File: src/gde_pkg.sv
// ----------------------------------------------------------------------------
// gde_pkg
// Shared widths, request codes and sequencer states of the degeneracy engine.
// ----------------------------------------------------------------------------
package gde_pkg;

  localparam int MAX_VERTICES = 64;
  localparam int IDX_W = $clog2(MAX_VERTICES);
  localparam int CNT_W = $clog2(MAX_VERTICES + 1);
  localparam int DEG_W = CNT_W;

  localparam int REQ_W = 2;
  localparam int VTX_W = 7;
  localparam int OUT_W = 6;

  localparam logic [VTX_W-1:0] VC_RESET = VTX_W'(64);
  localparam logic [OUT_W-1:0] OUT_MAX  = '1;

  localparam logic [REQ_W-1:0] REQ_ADD = 2'd0;
  localparam logic [REQ_W-1:0] REQ_RMV = 2'd1;
  localparam logic [REQ_W-1:0] REQ_DEG = 2'd2;

  typedef logic [MAX_VERTICES-1:0] row_t;

  typedef enum logic [2:0] {
    ST_IDLE,
    ST_ADD_A,
    ST_ADD_B,
    ST_RMV,
    ST_SWEEP,
    ST_PICK
  } gde_state_t;

endpackage

File: src/gde_popcnt.sv
// ----------------------------------------------------------------------------
// gde_popcnt
// Balanced adder tree counting the set bits of one adjacency row.
// ----------------------------------------------------------------------------
module gde_popcnt (
  input  gde_pkg::row_t             row,
  output logic [gde_pkg::DEG_W-1:0] count
);
  import gde_pkg::*;

  localparam int LVLS   = $clog2(MAX_VERTICES);
  localparam int LEAVES = 1 << LVLS;

  logic [DEG_W-1:0] node [1:2*LEAVES-1];

  // leaves: one bit each, pad past the row end with zero
  for (genvar k = 0; k < LEAVES; k++) begin : g_leaf
    if (k < MAX_VERTICES) begin : g_bit
      assign node[LEAVES+k] = DEG_W'(row[k]);
    end else begin : g_pad
      assign node[LEAVES+k] = '0;
    end
  end

  for (genvar k = 1; k < LEAVES; k++) begin : g_sum
    assign node[k] = node[2*k] + node[2*k+1];
  end

  assign count = node[1];

endmodule

File: config.mk
export PLATFORM = sky130hd
export DESIGN_NAME = gde_popcnt
export DESIGN_NICKNAME = d
export VERILOG_FILES = /design/src/gde_pkg.sv /design/src/gde_popcnt.sv
export SDC_FILE = /design/constraint.sdc
export NUM_CORES = 1
export LEC_CHECK = 0
export BUFFER_PORTS_ARGS = -buffer_cell sky130_fd_sc_hd__buf_2
export CAP_MARGIN = 10
export CORE_MARGIN = 2
export CORE_UTILIZATION = 49
export DETAILED_ROUTE_END_ITERATION = 6
export PLACE_DENSITY = 0.85
export SLEW_MARGIN = 5
export SYNTH_ARGS = -nofsm -noshare
export SYNTH_HDL_FRONTEND = slang
export SYNTH_SLANG_ARGS = --single-unit
export TNS_END_PERCENT = 1
File: constraint.sdc
create_clock -name vclk -period 6
set_input_delay 0.3 -clock vclk [all_inputs]
set_output_delay 0.3 -clock vclk [all_outputs]
set_load 0.01 [all_outputs]
==> results of run 1 <==
-- metal layers --
layer | up-vias | track usage | routed length [um]
met5 | - | 0 | 0
met4 | 0 | 0.006289 | 15
met3 | 2 | 0.002849 | 127
met2 | 38 | 0.3375 | 2123
met1 | 726 | 0.2049 | 1435
li1 | 748 | - | -
-- synth_stat cells --
master    instances
a21oi_1           2
nand2b_1          1
nor2_1            4
fa_1             60
o21ai_2           1
a211o_1           1
inv_1           102
xor2_1            1
xnor2_1           2
ha_1             43
o211ai_1          1
-- repair_timing --
action                                  CTS  global route
pin swaps                                 8            15
endpoints found under the setup margin    1             3
buffers inserted                          2             0
resized for setup                         4            10
-- layout make-up --
cell class / instances / area share
multi-input combinational: 116 / 0.6960
inverter: 102 / 0.1423
timing repair buffer: 73 / 0.1376
tap: 52 / 0.02417
-- through the flow --
stage                     utilization  std cells
after CTS                      0.6101        343
after detailed placement       0.6029        341
after global placement         0.6029        341
after global routing           0.6181        343
after floorplan                     -        218
final                          0.6181        343
-- logic make-up after synthesis --
group,after synthesis,synth area share
adder cells (fa/ha/maj),103,0.7889
AND/OR/NAND/NOR,5,0.009648
AO/OA/AOI/OAI,5,0.01589
XOR/XNOR,3,0.01192
buffers and inverters,102,0.1737
-- worst max-delay path: stages --
cell and delay (ns):
buf_2 0.10, ha_1 0.27, inv_1 0.05, fa_1 0.55
fa_1 0.45, fa_1 0.55, inv_1 0.05, fa_2 0.53
inv_1 0.06, fa_2 0.51, inv_1 0.05, fa_2 0.33
inv_2 0.06, fa_1 0.40, inv_1 0.07, ha_2 0.17
inv_1 0.05, fa_2 0.33, nand2b_4 0.14, a21oi_2 0.14
xor2_1 0.18, buf_2 0.15
-- final timing paths --
path	depth (start not counted)	to	slack [ns]	from
max	22	count[5]	0.22	row[24]
min	4	count[0]	1.01	row[55]
-- cells in the final DEF (no fill, tap or decap), drive strengths merged --
| cell | netlist | final |
|---|---|---|
| a211o | 1 | 1 |
| a21oi | 2 | 2 |
| buf | 0 | 73 |
| fa | 60 | 60 |
| ha | 43 | 43 |
| inv | 102 | 102 |
| nand2b | 1 | 1 |
| nor2 | 4 | 4 |
| o211ai | 1 | 1 |
| o21ai | 1 | 1 |
| xnor2 | 2 | 2 |
| xor2 | 1 | 1 |
==> metrics.md, run 1 <==
| Metric | Value |
|---|---|
| Largest cells by area after synthesis | `fa_1, ha_1, inv_1` |
| Die area | `5052 um2` |
| Slew @ Worst Pin | `approximately 0.23 ns` |
| Synth Instances | `218` |
| DRT Wirelength | `about 3700 um` |
| Layout cell share with drive strength beyond 1 | `0.3024` |
| Synth top area share | `0.5448` |
| Rows | `24` |
| Die H | `between 70 and 80 um` |
| Final ANT Viol Nets | `0` |
| Fin crit period | `between 5 and 6 ns` |
| DRC | `0` |
| Final setup vio count | `0` |
| Cell area after synthesis | `around 2200 um2` |
| Seq/Total Area, Yosys | `0` |
| Area Overhead vs Synth | `22.08%` |
| Max Slew Vio Count | `0` |
| Initial Util | `0.5063` |
| Area taken by multi-input logic gates | `roughly 1900 um2` |
| Drt via density | `between 4 and 5` |
| F_max | `around 0.17 GHz` |
| Nets | `460` |
| Arrival time worst endpoint | `about 5.5 ns` |
| Mean area per synthesized cell | `10.11 um2` |
| Slew headroom | `0.8475` |
| Largest net degree at the start of global routing | `5` |
| ANT cells | `0` |
| Worst-path fanout max | `2` |
| Startpoint class of the critical path | `primary input` |
| Vias | `between 1500 and 2000` |
| Fin area | `approximately 2700 um2` |
| RSZ-0062 raised after global routing | `false` |
| Vias in the first global route | `about 1700` |
| Cell variety after synth | `11` |
| Cell taking the most area after synthesis | `fa_1` |
| First drt pass iteration count | `3` |
| Hold slack | `a little over 1 ns` |
| Worst path required time | `around 5.7 ns` |
| First-pass GRT wire length | `6782 um` |
| Fillcell total | `between 300 and 400` |
| Setup TNS | `0 ns` |
| Gr usage total | `0.1657` |
| Core area | `about 4400 um2` |
| Final worst path period share | `0.9640` |
| Port Buffers | `71` |
| Synth warn | `0` |
| GPL Wtd Cong | `about 0.74` |
| Status | `completed` |
| Pre-CTS WS | `-0.1145 ns` |
| Ports | `71` |
| Hold Fails Final Rpt | `0` |
| Placement-stage cell area | `approximately 2600 um2` |
| Post-CTS Hold Fix Bufs | `0` |
| GRT overflow | `0` |
| Max_cap viols | `0` |
| Number of clock buffers in the layout | `0` |
| Worst Setup End Kind | `primary output` |
| Seq Cell Count | `0` |
| Worst setup margin | `~0.22 ns` |
| DR iter-0 viols | `11` |
| Avg WL per Cell | `between 10 and 15 um` |
| Seq. cell area | `0 um2` |
| HP Class | `in2out` |
| DP HPWL | `3732 um` |
| Initial antenna violation count | `0` |
| Post-Syn Nets | `385` |
| Die Wd | `71.08 um` |
| Crit path kind | `in2out` |
Power of run 1 is left out: the tool's default activity adds up to more than one toggle a clock period on the data nets, which glitch-free logic cannot reach.
==> inputs of run 2 (changes only) <==
Settings changed: ABC_AREA set to 1.
Clock period 6 ns to 7.1 ns, I/O delays scaled along.
==> run 2 against run 1 <==
Sequential share of layout area unchanged. Die area is 2.0% higher. Wire length is 2.5% lower. Via count grew 7.0%. Synthesized cell count increased by 7.8%. Synthesized area is 2.2% higher. Critical path type unchanged. Largest cell class unchanged.
==> metrics.md, run 2 <==
| Metric | Value |
|---|---|
| Status | `completed` |
| Layout cell share with drive strength beyond 1 | `0.2353 (-0.06711)` |
| Cell variety after synth | `9 (-2)` |
| Arrival time worst endpoint | `5.60 ns (+0.12 ns)` |
| Rows | `24 (unchanged)` |
| Initial Util | `0.5137 (+0.007377)` |
| Slew @ Worst Pin | `0.2217 ns (-0.007028 ns)` |
| Vias | `1620 (+7.0%)` |
| Nets | `475 (+3.3%)` |
| Post-CTS Resized | `0 (-4)` |
| HP Class | `in2out` |
| ANT cells | `0 (unchanged)` |
| GRT overflow | `0 (unchanged)` |
| Max_cap viols | `0 (unchanged)` |
| Seq/Total Area, Yosys | `0 (unchanged)` |
| First drt pass iteration count | `4 (+1)` |
| Largest cells by area after synthesis | `fa_1, ha_1, inv_1` |
| GPL Wtd Cong | `0.7745 (+5.4%)` |
| CP startpoint | `row[62]` |
| Non-Filler Instances | `358 (+4.4%)` |
| Post-Place Cells | `358 (+5.0%)` |
| Drt via density | `4.525 (+2.5%)` |
| Worst path required time | `6.74 ns (+1.04 ns)` |
| Pre-CTS WS | `1.106 ns (+1.221 ns)` |
| Avg WL per Cell | `10.08 um (-6.6%)` |
| Vias in the first global route | `1637 (-5.3%)` |
| Most frequent cells in the layout | `inv_1, buf_2, fa_1` |
| Seq. cell area | `0 um2 (unchanged)` |
| Max Slew Vio Count | `0 (unchanged)` |
| RSZ-0062 raised after global routing | `false` |
| Worst Setup End Kind | `primary output` |
| Fillcell total | `382 (+0.79%)` |
| DR iter-0 viols | `20 (+9)` |
| Synth Instances | `235 (+7.8%)` |
| Crit path kind | `in2out` |
| Worst setup margin | `1.141 ns (+0.9254 ns)` |
| Commonest cells in the netlist | `inv_1, fa_1, ha_1` |
| DP HPWL | `3734 um (about the same)` |
| Area Overhead vs Synth | `18.67%` |
| Core area | `4384 um2 (+0.69%)` |
| Cell area after synthesis | `2252 um2 (+2.2%)` |
| Synth warn | `0 (unchanged)` |
| Commonest non-fill, non-tap cell in the layout | `inv_1` |
| Port Buffers | `71 (unchanged)` |
| Mean area per synthesized cell | `9.584 um2 (-5.2%)` |
| Number of clock buffers in the layout | `0 (unchanged)` |
| Die H | `71.80 um (+1.0%)` |
| F_max | `about 0.17 GHz` |
| Hold Path Origin | `row[55]` |
| Synth top area share | `0.5333 (-0.01150)` |
| Final ANT Viol Nets | `0 (unchanged)` |
| Fin crit period | `~6 ns` |
| DRC | `0 (unchanged)` |
| Startpoint class of the critical path | `primary input` |
| Final setup vio count | `0 (unchanged)` |
| Finished Core Util | `0.6096 (-0.008514)` |
| Post-Syn Nets | `402 (+4.4%)` |
| First-pass GRT wire length | `6265 um (-7.6%)` |
| Post-CTS Setup Bufs | `0 (-2)` |
| DRT Wirelength | `3608 um (-2.5%)` |
| Worst-path fanout max | `3 (+1)` |
| Largest net degree at the start of global routing | `7 (+2)` |
| Seq Cell Count | `0 (unchanged)` |
| Hold Fails Final Rpt | `0 (unchanged)` |
| Cell taking the most area after synthesis | `fa_1` |
| Gr usage total | `0.1475 (-0.01821)` |
| Die area | `5155 um2 (+2.0%)` |
| Initial antenna violation count | `0 (unchanged)` |
| Final worst path period share | `0.8392` |
| Die Wd | `71.80 um (+1.0%)` |
| Post-CTS Hold Fix Bufs | `0 (unchanged)` |
| Setup TNS | `0 ns (unchanged)` |
| Most frequent cell after synthesis | `inv_1` |
| Ports | `71 (unchanged)` |
| Slew headroom | `0.8522 (+0.004685)` |
-- run 2: cell count changes after synthesis, moves of 2 or more --
| cell | before | now |
|---|---|---|
| inv_1 | 102 | 108 |
| nand2_1 | 0 | 10 |
| nand3_1 | 0 | 7 |
| nor2_1 | 4 | 2 |
-- run 2: area by class of cell --
type | count | area (um2) | share of cell area
Inverter | 109 | 409.1 | 0.1531
Multi-Input combinational cell | 126 | 1843 | 0.6896
Tap cell | 52 | 65.06 | 0.02434
Timing Repair Buffer | 71 | 355.3 | 0.1330
-- run 2: final timing paths --
check	slack (ns)	cells past startpoint	end
worst max-delay path	1.14	23	count[5]
worst min-delay path	1.13	4	count[0]
-- run 2: metal layers --
layer / GRT usage / vias up / part of all wire
met4: 0 / 0 / 0
met2: 0.2973 / 41 / 0.57
met3: 0.001406 / 0 / 0.043
met5: 0 / - / 0
met1: 0.1879 / 784 / 0.38
li1: - / 795 / -
-- run 2: kinds of logic after synthesis --
group	count (synthesis)	synth area share
AND/OR/NAND/NOR	19	0.03556
adder cells (fa/ha/maj)	103	0.7722
AO/OA/AOI/OAI	3	0.006665
XOR/XNOR	1	0.003890
buffers and inverters	109	0.1817
-- run 2: per-stage QoR --
step                instance area, um2  hold WS (ns)
floorplan                         2252        0.9602
global placement                  2673         1.119
detailed placement                2673         1.133
CTS                               2673         1.138
global route                      2673         1.156
finish                            2673         1.129
-- run 2: critical path, stage by stage --
cell,delay (ns)
buf_2,0.10
ha_1,0.26
inv_1,0.05
fa_1,0.50
fa_1,0.54
fa_1,0.55
inv_1,0.05
fa_1,0.52
inv_1,0.05
fa_1,0.53
inv_1,0.05
fa_1,0.40
inv_1,0.08
fa_1,0.41
inv_1,0.06
ha_1,0.18
inv_1,0.06
fa_1,0.40
inv_1,0.09
nand3_1,0.07
nand3_1,0.10
nand2_1,0.05
buf_2,0.13
Power of run 2 is left out for the same reason.
